File: config.mk
export PLATFORM = sky130hd
export DESIGN_NAME = mpls_label_stack_input
export DESIGN_NICKNAME = d
export VERILOG_FILES = /design/src/design/mlsi_pkg.sv /design/src/design/mlsi_fifo.sv /design/src/design/mlsi_front.sv /design/src/design/mlsi_back.sv /design/src/design/mpls_label_stack_input.sv
export SDC_FILE = /design/constraint.sdc
export NUM_CORES = 1
export LEC_CHECK = 0
export BUFFER_PORTS_ARGS = -buffer_cell sky130_fd_sc_hd__buf_2
export CELL_PAD_IN_SITES_DETAIL_PLACEMENT = 1
export CELL_PAD_IN_SITES_GLOBAL_PLACEMENT = 2
export CORE_ASPECT_RATIO = 1.4
export CORE_MARGIN = 1.5
export CORE_UTILIZATION = 47
export DETAILED_ROUTE_END_ITERATION = 12
export GPL_TIMING_DRIVEN = 0
export PLACE_DENSITY_LB_ADDON = 0.1
export RECOVER_POWER = 25
export SYNTH_ARGS = -nofsm -noshare
export SYNTH_HDL_FRONTEND = slang
export SYNTH_SLANG_ARGS = --single-unit
File: constraint.sdc
create_clock -name clk -period 21.2 [get_ports clk]
set_input_delay 3.18 -clock clk [delete_from_list [all_inputs] [get_ports clk]]
set_output_delay 3.18 -clock clk [all_outputs]
set_load 0.005 [all_outputs]
File: src/design/mlsi_pkg.sv
`default_nettype none
package mlsi_pkg;

	localparam int unsigned POS_W = 5;
	localparam int unsigned QUEUE_DEPTH = 4;

	typedef enum logic [2:0] {
		V_MPLS_OUT  = 3'd0,
		V_IP4_IN    = 3'd1,
		V_IP6_IN    = 3'd2,
		V_TTL_EXC   = 3'd3,
		V_NO_ROUTE  = 3'd4,
		V_BAD_LABEL = 3'd5
	} verdict_t;

	typedef enum logic [1:0] {
		K_IP4    = 2'd0,
		K_IP6    = 2'd1,
		K_TUNNEL = 2'd2,
		K_SAME   = 2'd3
	} kind_t;

	localparam logic [19:0] FIRST_UNRESERVED  = 20'd16;
	localparam logic [19:0] LBL_IP4_NULL      = 20'd0;
	localparam logic [19:0] LBL_IP6_NULL      = 20'd2;
	localparam logic [19:0] LBL_IMPLICIT_NULL = 20'd3;

	localparam logic [3:0] VER_IP4 = 4'd4;
	localparam logic [3:0] VER_IP6 = 4'd6;

	localparam logic [1:0] FAM_NONE = 2'd0;
	localparam logic [1:0] FAM_IP4  = 2'd1;
	localparam logic [1:0] FAM_IP6  = 2'd2;

	// Decision handed from the front to the back through the queue
	typedef struct packed {
		verdict_t          verdict;
		kind_t             kind;
		logic [19:0]       label;
		logic [7:0]        ttl;
		logic [15:0]       cks;
		logic [7:0]        ip_ttl;
		logic [POS_W-1:0]  removed;
		logic              via;
		logic              fix_cks;
	} decision_t;

	// Finished result as shown on the output
	typedef struct packed {
		verdict_t          verdict;
		kind_t             kind;
		logic [19:0]       label;
		logic [7:0]        ttl;
		logic [15:0]       cks;
		logic [POS_W-1:0]  removed;
		logic              via;
	} result_t;

endpackage
`default_nettype wire

File: src/design/mlsi_fifo.sv
`default_nettype none
module mlsi_fifo #(
	parameter int unsigned WIDTH = 8,
	parameter int unsigned DEPTH = 4
) (
	input  wire logic             clk,
	input  wire logic             arst_n,
	input  wire logic             wr_en,
	input  wire logic [WIDTH-1:0] wr_data,
	output logic                  full,
	input  wire logic             rd_en,
	output logic                  rd_valid,
	output logic [WIDTH-1:0]      rd_data
);

	localparam int unsigned PTR_W = (DEPTH > 1) ? $clog2(DEPTH) : 1;
	localparam int unsigned CNT_W = $clog2(DEPTH + 1);
	localparam logic [CNT_W-1:0] DEPTH_C = CNT_W'(DEPTH);
	localparam logic [PTR_W-1:0] LAST_C = PTR_W'(DEPTH - 1);

	logic [WIDTH-1:0] mem_q [DEPTH];
	logic [PTR_W-1:0] wr_ptr_q;
	logic [PTR_W-1:0] rd_ptr_q;
	logic [CNT_W-1:0] count_q;
	logic             do_wr;
	logic             do_rd;

	assign full     = (count_q == DEPTH_C);
	assign rd_valid = (count_q != '0);
	assign rd_data  = mem_q[rd_ptr_q];
	assign do_wr    = wr_en && !full;
	assign do_rd    = rd_en && rd_valid;

	// Store a beat at the write pointer
	always_ff @(posedge clk) begin
		if (do_wr) begin
			mem_q[wr_ptr_q] <= wr_data;
		end
	end

	// Advance pointers and occupancy
	always_ff @(posedge clk or negedge arst_n) begin
		if (!arst_n) begin
			wr_ptr_q <= '0;
			rd_ptr_q <= '0;
			count_q  <= '0;
		end else begin
			if (do_wr) begin
				wr_ptr_q <= (wr_ptr_q == LAST_C) ? '0 : wr_ptr_q + 1'b1;
			end
			if (do_rd) begin
				rd_ptr_q <= (rd_ptr_q == LAST_C) ? '0 : rd_ptr_q + 1'b1;
			end
			if (do_wr && !do_rd) begin
				count_q <= count_q + 1'b1;
			end else if (do_rd && !do_wr) begin
				count_q <= count_q - 1'b1;
			end
		end
	end

endmodule
`default_nettype wire

File: src/design/mlsi_front.sv
`default_nettype none
module mlsi_front
	import mlsi_pkg::*;
#(
	parameter int unsigned MAX_STACK_DEPTH = 8
) (
	input  wire logic        clk,
	input  wire logic        arst_n,
	input  wire logic        accept,
	input  wire logic        first_of_packet,
	input  wire logic [19:0] label_value,
	input  wire logic [7:0]  label_ttl,
	input  wire logic        bottom_of_stack,
	input  wire logic        route_found,
	input  wire logic        swap_present,
	input  wire logic [19:0] swap_label,
	input  wire logic        via_present,
	input  wire logic [1:0]  payload_family,
	input  wire logic [3:0]  payload_version,
	input  wire logic [15:0] ip_checksum,
	input  wire logic [7:0]  ip_ttl,
	output logic             push,
	output decision_t        push_data
);

	localparam logic [POS_W-1:0] DEPTH_LIM = POS_W'(MAX_STACK_DEPTH);

	logic             decided_q;
	logic [POS_W-1:0] pos_q;
	logic             decided_eff;
	logic [POS_W-1:0] pos_eff;
	logic [POS_W-1:0] pos_inc;
	logic [7:0]       ttl_dec;
	logic [1:0]       fam;
	logic             emit;
	logic             advance;
	decision_t        dec;

	assign decided_eff = first_of_packet ? 1'b0 : decided_q;
	assign pos_eff     = first_of_packet ? '0 : pos_q;
	assign pos_inc     = pos_eff + 1'b1;
	assign ttl_dec     = label_ttl - 8'd1;

	// Resolve an unspecified family from the version nibble
	always_comb begin
		fam = payload_family;
		if (payload_family == FAM_NONE) begin
			if (payload_version == VER_IP4) begin
				fam = FAM_IP4;
			end else if (payload_version == VER_IP6) begin
				fam = FAM_IP6;
			end
		end
	end

	// Classify the entry against the packet state
	always_comb begin
		emit    = 1'b0;
		advance = 1'b0;
		dec     = '{verdict: V_BAD_LABEL, kind: K_SAME, label: '0, ttl: '0, cks: '0,
			ip_ttl: '0, removed: pos_eff, via: 1'b0, fix_cks: 1'b0};
		if (!decided_eff) begin
			emit = 1'b1;
			if (label_ttl <= 8'd1) begin
				dec.verdict = V_TTL_EXC;
			end else if (label_value < FIRST_UNRESERVED) begin
				dec.removed = pos_inc;
				if (label_value == LBL_IP4_NULL ||
						(label_value == LBL_IMPLICIT_NULL && payload_version == VER_IP4)) begin
					dec.verdict = V_IP4_IN;
					dec.kind    = K_IP4;
				end else if (label_value == LBL_IP6_NULL ||
						(label_value == LBL_IMPLICIT_NULL && payload_version == VER_IP6)) begin
					dec.verdict = V_IP6_IN;
					dec.kind    = K_IP6;
				end
			end else if (!route_found) begin
				dec.verdict = V_NO_ROUTE;
			end else if (swap_present) begin
				dec.verdict = V_MPLS_OUT;
				dec.kind    = K_TUNNEL;
				dec.label   = swap_label;
				dec.ttl     = ttl_dec;
			end else if (bottom_of_stack) begin
				if (!via_present) begin
					dec.verdict = V_NO_ROUTE;
				end else begin
					dec.removed = pos_inc;
					if (fam == FAM_IP4) begin
						dec.verdict = V_MPLS_OUT;
						dec.kind    = K_IP4;
						dec.ttl     = ttl_dec;
						dec.cks     = ip_checksum;
						dec.ip_ttl  = ip_ttl;
						dec.via     = 1'b1;
						dec.fix_cks = 1'b1;
					end else if (fam == FAM_IP6) begin
						dec.verdict = V_MPLS_OUT;
						dec.kind    = K_IP6;
						dec.ttl     = ttl_dec;
						dec.via     = 1'b1;
					end
				end
			end else begin
				// Pop a non-bottom entry; decide only when depth runs out
				advance     = 1'b1;
				dec.removed = pos_inc;
				emit        = (pos_inc >= DEPTH_LIM);
			end
		end
	end

	assign push      = accept && emit;
	assign push_data = dec;

	// Update per-packet state on each accepted beat
	always_ff @(posedge clk or negedge arst_n) begin
		if (!arst_n) begin
			decided_q <= 1'b0;
			pos_q     <= '0;
		end else if (accept) begin
			decided_q <= decided_eff || emit;
			pos_q     <= advance ? pos_inc : pos_eff;
		end
	end

endmodule
`default_nettype wire

File: src/design/mlsi_back.sv
`default_nettype none
module mlsi_back
	import mlsi_pkg::*;
(
	input  wire logic       clk,
	input  wire logic       arst_n,
	input  wire logic       q_valid,
	input  wire decision_t  q_data,
	output logic            q_pop,
	output logic            out_valid,
	input  wire logic       out_stall,
	output result_t         out_data
);

	logic        out_valid_q;
	result_t     out_q;
	logic [17:0] sum0;
	logic [16:0] sum1;
	logic [15:0] sum2;
	logic [15:0] new_cks;

	// Fold the TTL change into the IPv4 checksum, ones-complement style
	always_comb begin
		sum0 = {2'b00, ~q_data.cks} + {2'b00, ~{q_data.ip_ttl, 8'h00}}
			+ {2'b00, q_data.ttl, 8'h00};
		sum1 = {1'b0, sum0[15:0]} + {15'd0, sum0[17:16]};
		sum2 = sum1[15:0] + {15'd0, sum1[16]};
		new_cks = q_data.fix_cks ? ~sum2 : 16'd0;
	end

	assign q_pop     = q_valid && (!out_valid_q || !out_stall);
	assign out_valid = out_valid_q;
	assign out_data  = out_q;

	// Hold the output beat until taken
	always_ff @(posedge clk or negedge arst_n) begin
		if (!arst_n) begin
			out_valid_q <= 1'b0;
		end else if (!out_valid_q || !out_stall) begin
			out_valid_q <= q_valid;
		end
	end

	// Load the result payload
	always_ff @(posedge clk) begin
		if (q_pop) begin
			out_q <= '{verdict: q_data.verdict, kind: q_data.kind, label: q_data.label,
				ttl: q_data.ttl, cks: new_cks, removed: q_data.removed, via: q_data.via};
		end
	end

endmodule
`default_nettype wire

File: src/design/mpls_label_stack_input.sv
`default_nettype none
// Channel  | Handshake                  | Beat
// ---------+----------------------------+-------------------------------------------
// item     | item_valid / item_stall    | one label stack entry with lookup result
// result   | result_valid / result_stall| one verdict per packet
//
// One entry is taken every cycle while the decision queue has room.
// A verdict follows its deciding entry through the queue and then the
// output register; the front classifies and the back folds the checksum,
// both combinationally; a result stall can hold a verdict in the queue.
// arst_n clears the packet state, the queue and the output valid.
// item_stall rises only when the queue is full behind a stalled result.
module mpls_label_stack_input
	import mlsi_pkg::*;
#(
	parameter int unsigned MAX_STACK_DEPTH = 8
) (
	input  wire logic        clk,
	input  wire logic        arst_n,
	input  wire logic        item_valid,
	output logic             item_stall,
	input  wire logic        first_of_packet,
	input  wire logic [19:0] label_value,
	input  wire logic [7:0]  label_ttl,
	input  wire logic        bottom_of_stack,
	input  wire logic        route_found,
	input  wire logic        swap_present,
	input  wire logic [19:0] swap_label,
	input  wire logic        via_present,
	input  wire logic [1:0]  payload_family,
	input  wire logic [3:0]  payload_version,
	input  wire logic [15:0] ip_checksum,
	input  wire logic [7:0]  ip_ttl,
	output logic             result_valid,
	input  wire logic        result_stall,
	output logic [2:0]       verdict,
	output logic [1:0]       packet_kind,
	output logic [19:0]      out_label,
	output logic [7:0]       out_ttl,
	output logic [15:0]      out_checksum,
	output logic [4:0]       labels_removed,
	output logic             use_via_hop
);

	logic      accept;
	logic      push;
	decision_t push_data;
	logic      q_full;
	logic      q_valid;
	logic      q_pop;
	decision_t q_data;
	result_t   res;

	assign item_stall = q_full;
	assign accept     = item_valid && !item_stall;

	// Classify entries and track packet state
	mlsi_front #(
		.MAX_STACK_DEPTH(MAX_STACK_DEPTH)
	) u_front (
		.clk            (clk),
		.arst_n         (arst_n),
		.accept         (accept),
		.first_of_packet(first_of_packet),
		.label_value    (label_value),
		.label_ttl      (label_ttl),
		.bottom_of_stack(bottom_of_stack),
		.route_found    (route_found),
		.swap_present   (swap_present),
		.swap_label     (swap_label),
		.via_present    (via_present),
		.payload_family (payload_family),
		.payload_version(payload_version),
		.ip_checksum    (ip_checksum),
		.ip_ttl         (ip_ttl),
		.push           (push),
		.push_data      (push_data)
	);

	// Queue decisions between front and back
	mlsi_fifo #(
		.WIDTH($bits(decision_t)),
		.DEPTH(QUEUE_DEPTH)
	) u_queue (
		.clk     (clk),
		.arst_n  (arst_n),
		.wr_en   (push),
		.wr_data (push_data),
		.full    (q_full),
		.rd_en   (q_pop),
		.rd_valid(q_valid),
		.rd_data (q_data)
	);

	// Finish the result and drive the output register
	mlsi_back u_back (
		.clk      (clk),
		.arst_n   (arst_n),
		.q_valid  (q_valid),
		.q_data   (q_data),
		.q_pop    (q_pop),
		.out_valid(result_valid),
		.out_stall(result_stall),
		.out_data (res)
	);

	assign verdict        = res.verdict;
	assign packet_kind    = res.kind;
	assign out_label      = res.label;
	assign out_ttl        = res.ttl;
	assign out_checksum   = res.cks;
	assign labels_removed = res.removed;
	assign use_via_hop    = res.via;

	a_cks_only_ip4: assert property (@(posedge clk) disable iff (!arst_n)
		result_valid && out_checksum != 16'd0 |-> packet_kind == K_IP4)
		else $error("checksum written on a non-IPv4 result");

	a_via_only_pop: assert property (@(posedge clk) disable iff (!arst_n)
		result_valid && use_via_hop |->
			verdict == V_MPLS_OUT && (packet_kind == K_IP4 || packet_kind == K_IP6))
		else $error("via hop flagged outside a bottom pop");

	a_depth_bound: assert property (@(posedge clk) disable iff (!arst_n)
		result_valid |-> labels_removed <= 5'(MAX_STACK_DEPTH))
		else $error("more entries removed than stack depth allows");

	a_ttl_exc_clean: assert property (@(posedge clk) disable iff (!arst_n)
		result_valid && verdict == V_TTL_EXC |-> out_label == 20'd0 && out_ttl == 8'd0)
		else $error("ttl exceeded verdict carries rewrite fields");

endmodule
`default_nettype wire

== Yosys cells after proc, flatten, opt, wreduce, memory -nomap -nowiden ==
Memory sizes are Yosys's and may differ from the RTL's.
Index checks and enable logic that the tools add are counted.
Word-level totals
  register bits after elaboration: 69
  bits of input ports: 87
  bits in writable memories: 256
  memories kept: 1
  output and inout bits: 57
Memories
  u_queue.mem_q: words 4, width 64, rd ports 1, clocked after Yosys merged registers in 0, write ports 1, RTL line mlsi_fifo.sv:21  | logic [WIDTH-1:0] mem_q [DEPTH];
Operators by class
  bitwise logic cells: 3
  add/sub/neg operators: 10
  eq/ne operators: 9
  reduce and logical (&&, ||, !) cells: 22
  muxes and demuxes: 67
  magnitude comparators: 3
Operators with widths (number)
  $mux W39: 7
  $mux W61: 2
  $mux W5: 18
  $mux W64: 1
  $mux W52: 1
  $not A16 Y16: 3
  $eq A20 B2 Y1 const B: 2
  $mux W32: 1
  $mux W31: 1
  $mux W24: 1
  $mux W8: 3
  $logic_not A20 Y1: 1
  $lt A20 B5 Y1 const B: 1
  $mux W20: 1
  $add A18 B16 Y18: 1
  $mux W1: 18
  $add A16 B16 Y17: 1
  $add A16 B2 Y17: 1
  $add A16 B1 Y16: 1
  $mux W2: 8
  $mux W3: 5
  $logic_and A1 B1 Y1: 9
  $eq A4 B3 Y1 const B: 2
  $le A8 B1 Y1 const B: 1
  other kinds (14): 24

== Logic depth before layout (Yosys ltp) ==
Gate-level depths: netlist of run 1.
  depth in word-level cells: 21
  depth in mapped cells: 34
  depth with buffers taken out: 31

== Modules after synthesis ==
A second synthesis of run 1 with hierarchy kept.
Unflattened totals
  cell total of the unflattened synthesis: 882
  area, all modules: 14702.9 µm²
Modules (own cells, without submodules)
  mlsi_fifo: sequential area each 7862.5 µm², area each 9670.5 µm², cells each 371, instances 1
  mlsi_back: sequential area each 1676.6 µm², area each 3524.6 µm², cells each 304, instances 1
  mlsi_front: sequential area each 150.1 µm², area each 1493.9 µm², cells each 206, instances 1
  mpls_label_stack_input: sequential area each 0.0 µm², area each 13.8 µm², cells each 1, instances 1

== Least setup slack after synthesis of run 1 ==
Ideal clock, no wire load.
  path type: reg2reg
  start: register u_queue.rd_ptr_q[0]
  end: register u_back.out_q, in the netlist u_back.out_data[20] (data pin)
  path buffers: 3
  stages on the path, launching flop included: 33
  clock period less this slack: 7.054 ns
  path slack: 14.146 ns
  setup time: 0.147 ns
  data arrival time: 6.907 ns
  required time: 21.053 ns
  cell sequence: dfrtp_1 > buf_6 > buf_12 > clkbuf_1 > mux4_2 > inv_1 > ha_1 > o31a_1 > o21a_1 > o21a_1 > or4_1 > nand2_1 > xnor2_1 > ha_1 > a21oi_1 > o21bai_1 > a21oi_1 > xnor2_1 > ha_1 > fa_1 > nor4b_1 > a31o_2 > nor3b_1 > nand2_1 > nor2_1 > ha_1 > ha_1 > nand2_1 > a21oi_1 > nand3b_1 > or4_4 > or4_1 > a21oi_1
Between the ends
  cells in the longest elaborated chain, start to end: 7
Ends and longest elaborated chain
  start: declaration: RTL line mlsi_fifo.sv:23  | logic [PTR_W-1:0] rd_ptr_q;
  start signal: assignment: RTL line mlsi_fifo.sv:52  | rd_ptr_q <= (rd_ptr_q == LAST_C) ? '0 : rd_ptr_q + 1'b1;
  $mem_v2 Z4 W64 *
  $not A16 Y16: RTL line mlsi_back.sv:24  | sum0 = {2'b00, ~q_data.cks} + {2'b00, ~{q_data.ip_ttl, 8'h00}}
  $add A16 B16 Y17: RTL line mlsi_back.sv:24
  $add A18 B16 Y18: RTL line mlsi_back.sv:25  | + {2'b00, q_data.ttl, 8'h00};
  $add A16 B2 Y17: RTL line mlsi_back.sv:26  | sum1 = {1'b0, sum0[15:0]} + {15'd0, sum0[17:16]};
  $add A16 B1 Y16: RTL line mlsi_back.sv:27  | sum2 = sum1[15:0] + {15'd0, sum1[16]};
  $not A16 Y16: RTL line mlsi_back.sv:28  | new_cks = q_data.fix_cks ? ~sum2 : 16'd0;
  end signal: assignment: RTL line mlsi_back.sv:47  | out_q <= '{verdict: q_data.verdict, kind: q_data.kind, label: q_data.label,
  end: declaration: RTL line mlsi_back.sv:16  | result_t out_q;
Every way passes the cells marked *; elsewhere a longest branch is shown, timed or not.
A chain may end at the register's enable or synchronous reset.

==> results.md, run 1 <==
* Synth top area share at 0.649
* Slew Limit Fails at 31
* Most frequent cells in the layout: edfxtp_1, buf_2, clkbuf_1
* Post-route cell area at 16700 um2
* Slew HR at -0.151
* Synthesis warning total at 0
* Hold_ws at 511 ps
* Die Y at 210 um
* Lkg Pwr at 5.76 nW
* Register bit total from synthesis at 325
* Post-DP Area at roughly 16000 um2
* Max-Cap Viols at 1
* Initial core utilization at 0.479
* Area grow syn2layout at 16.1%
* Final hold viol count at 0
* Vias in the first global route at 8843
* Skew-Pair Late Insertion Delay at roughly 570 ps
* Max rail drop VDD at 0.0933 mV
* Final Setup Violations at 0
* Clock root buffer master: clkbuf_16
* Worst Setup SP: u_queue.rd_ptr_q[0]
* Clk_skew at 14.6 ps
* Seq/Total Area, Yosys at 0.673
* Crit-path most repeated cell: a21oi_1
* Main flop type after synthesis: edfxtp_1
* Routed Antenna Nets at 0
* Worst slew pin tran at 1730 ps
* Iter 0 DRT Violations at 296
* Die area at 31700 um2
* Minimum clock period at 9400 ps
* Post-synth EDFFs at 311
* CTS Hold Bufs at 0
* CP endpoint kind: flip-flop
* Asr flop ratio synth at 0.0431
* Post-Syn Nets at 1009
* Antenna violations before repair at 4
* Pwr dens at 177 nW/um2
* Crit path launch type: flip-flop
* IO Port Bufs at 143
* Detailed placement HPWL at 21800 um
* Site row count at 75
* Synth area leaders: edfxtp_1, mux4_2, ha_1, dfrtp_1, and2_1
* Failing checks: capacitance limit, slew limit
* Via count at 8087
* GRT Util Overall at 0.204
* CTS clk-pin slew, worst paths at roughly 60 ps
* GR Layer Usage met1 at 0.237
* Post-route DRC at 0
* RePlAce Congestion at about 0.78
* Crit-path max FO at 10
* Syn Area/Cell at between 15 and 20 um2
* Run status: finished with violations
* Final Power at 2.96 mW
* Core area at around 30000 um2
* Total Routed Length at around 31000 um
* Post-CTS Resized at 0
* Critical Path Max Stage Delay at about 740 ps
* TritonRoute pass-1 iters at 4
* Fin nets at 1190
* IO Pins at 144
* Overflow after GRT at 0
* First-pass GRT wire length at 48800 um
* Post-Synthesis Cells at 886
* TritonCTS clock tree: done
* Met3 usage at 0.0342
* RSZ-0062 raised after global routing: false
* FMAX at 106 MHz
* Startpoint of the worst hold path: u_front.decided_q
* Worst Hold Class: reg -> reg
* Num Clock Sinks at 325
* Crit-path slowest cell: clkbuf_1
* Yosys cell types at 72
* Layout cells sized above 1 at 0.225
* H-tree levels at 1
* DR WL/cell at around 21 um
* Largest net degree at the start of global routing at 52
* Crit path required time at 21610 ps
* Vias/cell at 5.48
* Synth area leader: edfxtp_1
* GR Util met2 at 0.384
* Setup TNS at 0 ps
* Worst setup path class: reg -> reg
* Postcts setup bufs at 0
* CP Data Arrival Time at 9810 ps
* Num CTS Buffers at 30
* Cell Area, Synth at 14400 um2
* Layout Utilization at 0.556
* Most Crowded Layer GR: met2
* Crit share post-route at 0.444
* CTS Buffer Depth at 3
* R2R Setup Slk at 11800 ps
* RR Startpoint: u_queue.rd_ptr_q[0]
* Die Wd at 151 um
* Most common cell after layout, fill and taps aside: edfxtp_1
==> flip-flops by register name (all words and copies together), names as in the netlist <==
| register | flops |
|---|---|
| u_queue.wr_ptr_q | 2 |
| u_front.pos_q | 5 |
| u_front.decided_q | 1 |
| u_queue.mem_q | 256 |
| u_queue.rd_ptr_q | 2 |
| u_queue.count_q | 3 |
| u_back.out_data | 55 |
| u_back.out_valid | 1 |
==> Yosys cell counts (15+ instances only) <==
master,number
edfxtp_1,311
mux4_2,63
nor2_1,56
and2_1,52
inv_1,37
nand2_1,35
ha_1,33
xnor2_1,31
a21oi_1,22
nor3_1,18
clkbuf_1,17
xor2_1,15
==> final timing paths <==
kind	to	cells past startpoint
max	u_back.out_data[20]	29
min	u_front.decided_q	1
max reg2reg	u_back.out_data[20]	29
min reg2reg	u_front.decided_q	1
max in group asynchronous	u_queue.count_q[0]	1
min in group asynchronous	u_front.pos_q[3]	1
==> through the flow <==
step | setup WS [ps] | std cells
2_1_floorplan | 14150 | 886
3_3_place_gp | 12250 | 1414
3_5_place_dp | 12170 | 1420
4_1_cts | 12110 | 1476
5_1_grt | 10860 | 1476
6_report | 11800 | 1477
==> worst max-delay path, delay by kind of cell (launching register included) <==
family	cells	cell delay, ps
adders and majority gates	6	1550
and+or+nand+nor	8	2280
DFF	1	420
AOI/OAI and AO/OA	9	1810
buffers and inverters	4	2270
xor gates and xnor gates	1	230
muxes	1	670
==> per-layer routing <==
metal / vias to the layer above / share of wire / wire [um]
met3: 45 / 0.045 / 1380
met4: 6 / 0.019 / 600
met5: - / 0.0012 / 37
met1: 4088 / 0.38 / 11800
met2: 159 / 0.55 / 17100
li1: 3789 / - / -
==> cell families (layout without fill, tap and decap cells) <==
family,Yosys count,after routing,share of synthesized area
AOI/OAI and AO/OA,92,92,0.0440
xor gates and xnor gates,47,47,0.0291
adders and majority gates,37,37,0.0336
buffers and inverters,66,271,0.0203
DFF,325,325,0.673
muxes,70,70,0.104
other,0,1,0
and+or+nand+nor,249,249,0.0953
==> report_power, final <==
group / switching [mW] / internal (mW) / total [mW] / leakage, nW
combinational: 0.839 / 0.617 / 1.46 / 2.26
clock: 0.237 / 0.336 / 0.573 / 0.510
sequential: 0.0415 / 0.890 / 0.931 / 3.00
==> layout make-up <==
cell class | count | area (um2)
Timing Repair Buffer | 149 | 777
Tap cell | 385 | 482
Sequential cell | 325 | 9690
Fill cell | 2924 | 13300
Buffer | 29 | 126
Antenna cell | 1 | 2.50
Clock buffer | 35 | 811
Multi-Input combinational cell | 495 | 4430
Inverter | 37 | 139
Clock inverter | 21 | 251
(Power assumes the default switching activity.)
==> inputs of run 2 (changes only) <==
CORE_UTILIZATION = 39   (was 47)
clock period = 8.05 ns   (was 21.2 ns; I/O delays follow)
==> run 2 against run 1 <==
The flow still finishes with violations (capacitance limit, slew limit). Hold slack lost 4.6 ps. Critical path depth grew 1. Non-clock buffer count grew 1. First-iteration DRC count grew 3.4%. Via count shrank 0.15%. Routed wire length grew 4.9%. Utilization shrank 9.1 points. Register-to-register slack lost 11000 ps. Sequential power grew to 2.6 times the previous value. Critical path type unchanged. Critical endpoint unchanged. Largest power group unchanged.
==> results.md, run 2 (synthesis results as in run 1) <==
* Critical R2R Capture: u_back.out_data[20]
* Top delay family on crit path: simple AND/OR/NAND/NOR gates
* Skew-Pair Late Insertion Delay at 530 ps
* Die area at approximately 38000 um2
* Slew HR at -0.535
* Die Wd at 165 um
* Num Clock Sinks at 325
* Hold_ws at just over 500 ps
* Core area at approximately 37000 um2
* GRT Util Overall at 0.178
* Layout Utilization at 0.465
* TritonRoute pass-1 iters at 4
* Site row count at 83
* Crit path launch type: flip-flop
* Crit path required time at 8420 ps
* Num CTS Buffers at 35
* WP buf/inv at 3
* Initial core utilization at 0.394
* RePlAce Congestion at between 0.7 and 0.8
* First-pass GRT wire length at 50600 um
* CP endpoint kind: flip-flop
* Fin nets at 1196
* CP Data Arrival Time at 7840 ps
* Fin cells at roughly 1.6k
* Worst slew pin tran at 2300 ps
* CTS clk-pin slew, worst paths at around 60 ps
* Largest net degree at the start of global routing at 41
* Most frequent cells in the layout: edfxtp_1, buf_2, mux4_2
* Startpoint of the worst hold path: u_front.decided_q
* WP depth at 30
* R2R Setup Slk at 590 ps
* Crit-path max FO at 10
* Vias in the first global route at 8995
* Antenna violations before repair at 5
* Largest register FFs at 256
* Worst slack, placed at -1030 ps
* Worst setup margin at about 590 ps
* Crit share post-route at 0.927
* Layout cells sized above 1 at 0.246
* Worst setup path class: reg -> reg
* Overflow after GRT at 0
* Vias/cell at 5.15
* Crit path to: u_back.out_data[20]
* TritonCTS clock tree: done
* Via count at 8075
* Worst Setup SP: u_queue.rd_ptr_q[1]
* Worst Hold Class: reg -> reg
* Clk_skew at 18.6 ps
* Placed Cells at around 1.5k
* FMAX at 134 MHz
* Detailed placement HPWL at 22300 um
* IO Pins at 144
* Slew Limit Fails at 34
* CTS Buffer Depth at 3
* Lkg Pwr at between 5 and 6 nW
* Most common cell after layout, fill and taps aside: edfxtp_1
* Clock root buffer master: clkbuf_16
* DR WL/cell at between 20 and 25 um
* Die Y at 230 um
* Routed Antenna Nets at 0
* Failing checks: capacitance limit, slew limit
* Post-route DRC at 0
* Fillers at 3674
* CTS Hold Bufs at 0
* Run status: finished with violations
* Final Setup Violations at 0
* Crit-path slowest cell: clkbuf_1
* Minimum clock period at 7460 ps
* Crit-path most repeated cell: ha_1
* Setup TNS at 0 ps
* Pwr dens at 473 nW/um2
* Max rail drop VDD at 0.345 mV
* Critical Path Max Stage Delay at ~550 ps
* Largest register by flop count: u_queue.mem_q
* IO Port Bufs at 143
* Worst r2r path cells at 30
* H-tree levels at 2
* Area grow syn2layout at 18.2%
* Max-Cap Viols at 1
* Final hold viol count at 0
* RR Startpoint: u_queue.rd_ptr_q[1]
* Iter 0 DRT Violations at 306
* Total Routed Length at 32300 um
==> run 2: cell count changes in the layout (fill, tap and decap cells not counted), moves of 2 or more <==
cell | before | now
buf_2 | 100 | 107
clkbuf_1 | 72 | 61
clkinv_1 | 2 | 4
clkbuf_16 | 31 | 35
a21oi_2 | 0 | 2
clkinvlp_4 | 5 | 0
ha_1 | 33 | 31
clkbuf_2 | 0 | 2
inv_6 | 2 | 4
a21oi_1 | 22 | 19
buf_4 | 0 | 5
clkbuf_8 | 2 | 0
==> run 2: layout make-up <==
type / instances / area, um2 / share of cell area
Inverter: 37 / 139 / 0.00817
Clock buffer: 41 / 898 / 0.0528
Clock inverter: 21 / 244 / 0.0143
Tap cell: 467 / 584 / 0.0344
Buffer: 28 / 159 / 0.00934
Timing Repair Buffer: 151 / 802 / 0.0472
Multi-Input combinational cell: 495 / 4490 / 0.264
Antenna cell: 2 / 5.00 / 0.000294
Sequential cell: 325 / 9690 / 0.570
==> run 2: how the worst min path moves through the flow <==
| stage | endpoint | cells past startpoint |
|---|---|---|
| global route | u_queue.count_q[2] | 1 |
| detailed placement | u_front.decided_q | 1 |
| CTS | u_front.decided_q | 1 |
| finish | u_front.decided_q | 1 |
| floorplan | u_front.decided_q | 1 |
| global placement | u_front.decided_q | 1 |
==> run 2: per-layer routing <==
metal / part of all wire / global-route usage / vias up / routed length (um)
met5: 0.0012 / 0 / - / 38
met4: 0.022 / 0.0552 / 6 / 704
met3: 0.041 / 0.0330 / 50 / 1310
met2: 0.55 / 0.335 / 150 / 17900
met1: 0.38 / 0.199 / 4064 / 12400
li1: - / - / 3805 / -
==> run 2: what timing repair did <==
| item | 4_1_cts | 5_1_grt |
|---|---|---|
| setup endpoints to repair | 12 | 5 |
| setup buffers | 0 | 3 |
| resized for setup | 14 | 8 |
==> run 2: per-stage QoR <==
stage	area [um2]	total power, mW
floorplan	14400	5.39
CTS	17000	8.16
global route	17000	8.69
global placement	15700	6.41
finish	17000	8.05
detailed placement	15800	6.47
==> run 2: power breakdown <==
part / leakage (nW) / switching, mW / internal (mW) / total (mW)
Clock: 0.565 / 0.653 / 0.965 / 1.62
Sequential: 3.00 / 0.111 / 2.35 / 2.46
Combinational: 2.34 / 2.28 / 1.70 / 3.98
==> inputs of run 3 (changes only) <==
CORE_UTILIZATION = 43   (was 39)
clock period = 7.21 ns   (was 8.05 ns; I/O delays follow)
==> run 3 against run 2 <==
The run now ends clean. Cell count decreased by 0.70%. Clock skew decreased by 6.3 ps. Total power increased by 17%. Clock power about the same. Clock-buffer cell count decreased by 3. Cell area increased by 1.3%. Register-to-register slack got worse by 430 ps. Global-route usage increased by 1.3 points. Sequential share of layout area decreased by 0.71 points. Fmax increased by 5.8%. Critical path type unchanged. Highest routed layer unchanged.
==> results.md, run 3 (synthesis results as in run 1) <==
* Net Sw Frac at 0.383
* Overflow after GRT at 0
* Antenna violations before repair at 5
* Skew-Pair Late Insertion Delay at approximately 570 ps
* FMAX at around 140 MHz
* RSZ-0062 raised after global routing: true
* Worst slew pin tran at about 1100 ps
* Core area at 33100 um2
* Crit-path most repeated cell: o21a_1
* CP Data Arrival Time at 7380 ps
* WP depth at 29
* Worst Hold Class: reg -> reg
* Most frequent cells in the layout: edfxtp_1, buf_2, mux4_2
* Pwr dens at 547 nW/um2
* Crit path launch type: flip-flop
* CTS clk-pin slew, worst paths at ~70 ps
* GRT Util Overall at 0.191
* CTS Hold Bufs at 0
* Run status: completed
* Critical R2R Capture: u_back.out_data[21]
* WHS Path Cells at 1
* Most common cell after layout, fill and taps aside: edfxtp_1
* R2R Setup Slk at 160 ps
* CP endpoint kind: flip-flop
* CTS Buffer Depth at 3
* Minimum clock period at between 7000 and 8000 ps
* Total Routed Length at 31900 um
* Clk_skew at roughly 12 ps
* H-tree levels at 1
* Startpoint of the worst hold path: u_front.decided_q
* Worst setup path class: reg -> reg
* Fin cells at 1556
* Lkg Pwr at 6.06 nW
* Post-route DRC at 0
* Fin nets at about 1.2k
* IO Port Bufs at 143
* Crit-path slowest cell: mux4_2
* Largest register FFs at 256
* Routed Antenna Nets at 0
* RePlAce Congestion at around 0.77
* Crit-path max FO at 7
* Final Power at 9.42 mW
* Final Setup Violations at 0
* IO Pins at 144
* Hold EP: u_front.decided_q
* Footprint of the multi-input gates at 4640 um2
* Placed Cells at 1479
* Top delay family on crit path: compound AO/OA/AOI/OAI gates
* Slew Limit Fails at 0
* Initial core utilization at 0.435
* Vias in the first global route at between 8k and 9k
* Iter 0 DRT Violations at approximately 450
* Vias/cell at around 5.3
* Clock root buffer master: clkbuf_16
* Max-Cap Viols at 0
* Die Wd at 158 um
* Num Clock Sinks at 325
* Slew HR at 0.274
* Critical Path Max Stage Delay at roughly 510 ps
* Area grow syn2layout at 19.7%
* Via count at 8198
* TritonRoute pass-1 iters at 4
* Layout cells sized above 1 at 0.312
* Worst r2r path cells at 29
* DR WL/cell at 20.5 um
* Max rail drop VDD at 0.343 mV
* Power share of the sequential group at 0.290
* Clock network fraction of total power at 0.172
* Num CTS Buffers at 31
* Register area at about 9700 um2
* Ant diodes at 0
* Fillers at roughly 3.2k
* Crit share post-route at 0.978
* Largest net degree at the start of global routing at 47
* Detailed placement HPWL at 21900 um
* Switching power total at between 3 and 4 mW
* First-pass GRT wire length at around 50000 um
* Crit path required time at 7530 ps
* Die area at 34600 um2
* TritonCTS clock tree: done
* Die Y at 219 um
* Largest register by flop count: u_queue.mem_q
* Int Pwr at a little under 6 mW
* WP buf/inv at 5
* RR Startpoint: u_queue.rd_ptr_q[0]
* Combinational share of power at 0.538
* Final hold viol count at 0
* Site row count at roughly 80
==> run 3: routing by layer <==
metal  GRT usage  wire, um
met3      0.0371      1460
met5           0        66
met1       0.219     12500
met2       0.357     17400
met4      0.0522       529
==> run 3: worst max-delay path by stage <==
| stage | slack (ps) | start | end |
|---|---|---|---|
| 3_5_place_dp | -1770 | u_queue.rd_ptr_q[0] | u_back.out_data[20] |
| 3_3_place_gp | -1690 | u_queue.rd_ptr_q[0] | u_back.out_data[20] |
| 2_1_floorplan | 160 | u_queue.rd_ptr_q[0] | u_back.out_data[20] |
| 6_report | 160 | u_queue.rd_ptr_q[0] | u_back.out_data[21] |
| 5_1_grt | -170 | u_queue.rd_ptr_q[0] | u_back.out_data[20] |
| 4_1_cts | 0.5 | u_queue.rd_ptr_q[0] | u_back.out_data[20] |
==> run 3: power groups by stage <==
stage | clock, mW | combinational, mW | sequential [mW]
final | 1.62 | 5.07 | 2.73
after detailed placement | 0 | 4.41 | 2.77
after floorplan | 0 | 3.25 | 2.77
after global routing | 1.72 | 5.63 | 2.77
after CTS | 1.66 | 4.75 | 2.73
after global placement | 0 | 4.31 | 2.79
==> run 3: timing repair <==
action / 4_1_cts / 5_1_grt
endpoints found under the setup margin: 16 / 7
setup buffers: 12 / 10
pin swaps: 9 / 23
gates resized for setup: 38 / 24
==> run 3: layout make-up <==
type / instances / share of cell area
Sequential cell: 325 / 0.563
Timing Repair Buffer: 170 / 0.0581
Buffer: 27 / 0.0111
Clock buffer: 38 / 0.0477
Inverter: 37 / 0.00806
Multi-Input combinational cell: 495 / 0.269
Clock inverter: 19 / 0.0107
Tap cell: 445 / 0.0323
==> run 3: worst register-to-register path, delay by kind of cell, from the launching register on <==
family          cells  cell delay [ps]
compound gates     10             2000
simple gates        8             1930
mux                 2              860
fa+ha+maj           3              860
buf+inv             5              670
flops               1              400
xor+xnor            1              110
==> run 3: through the flow <==
stage                util  setup slack [ps]  hold WS [ps]  TNS [ps]  area, um2
floorplan               -               156           465         0      14400
global placement    0.473             -1690           484    -15120      15700
detailed placement  0.477             -1770           490    -16110      15800
CTS                 0.515             0.468           425         0      17100
global route        0.520              -168           531      -437      17200
finish              0.520               156           502         0      17200
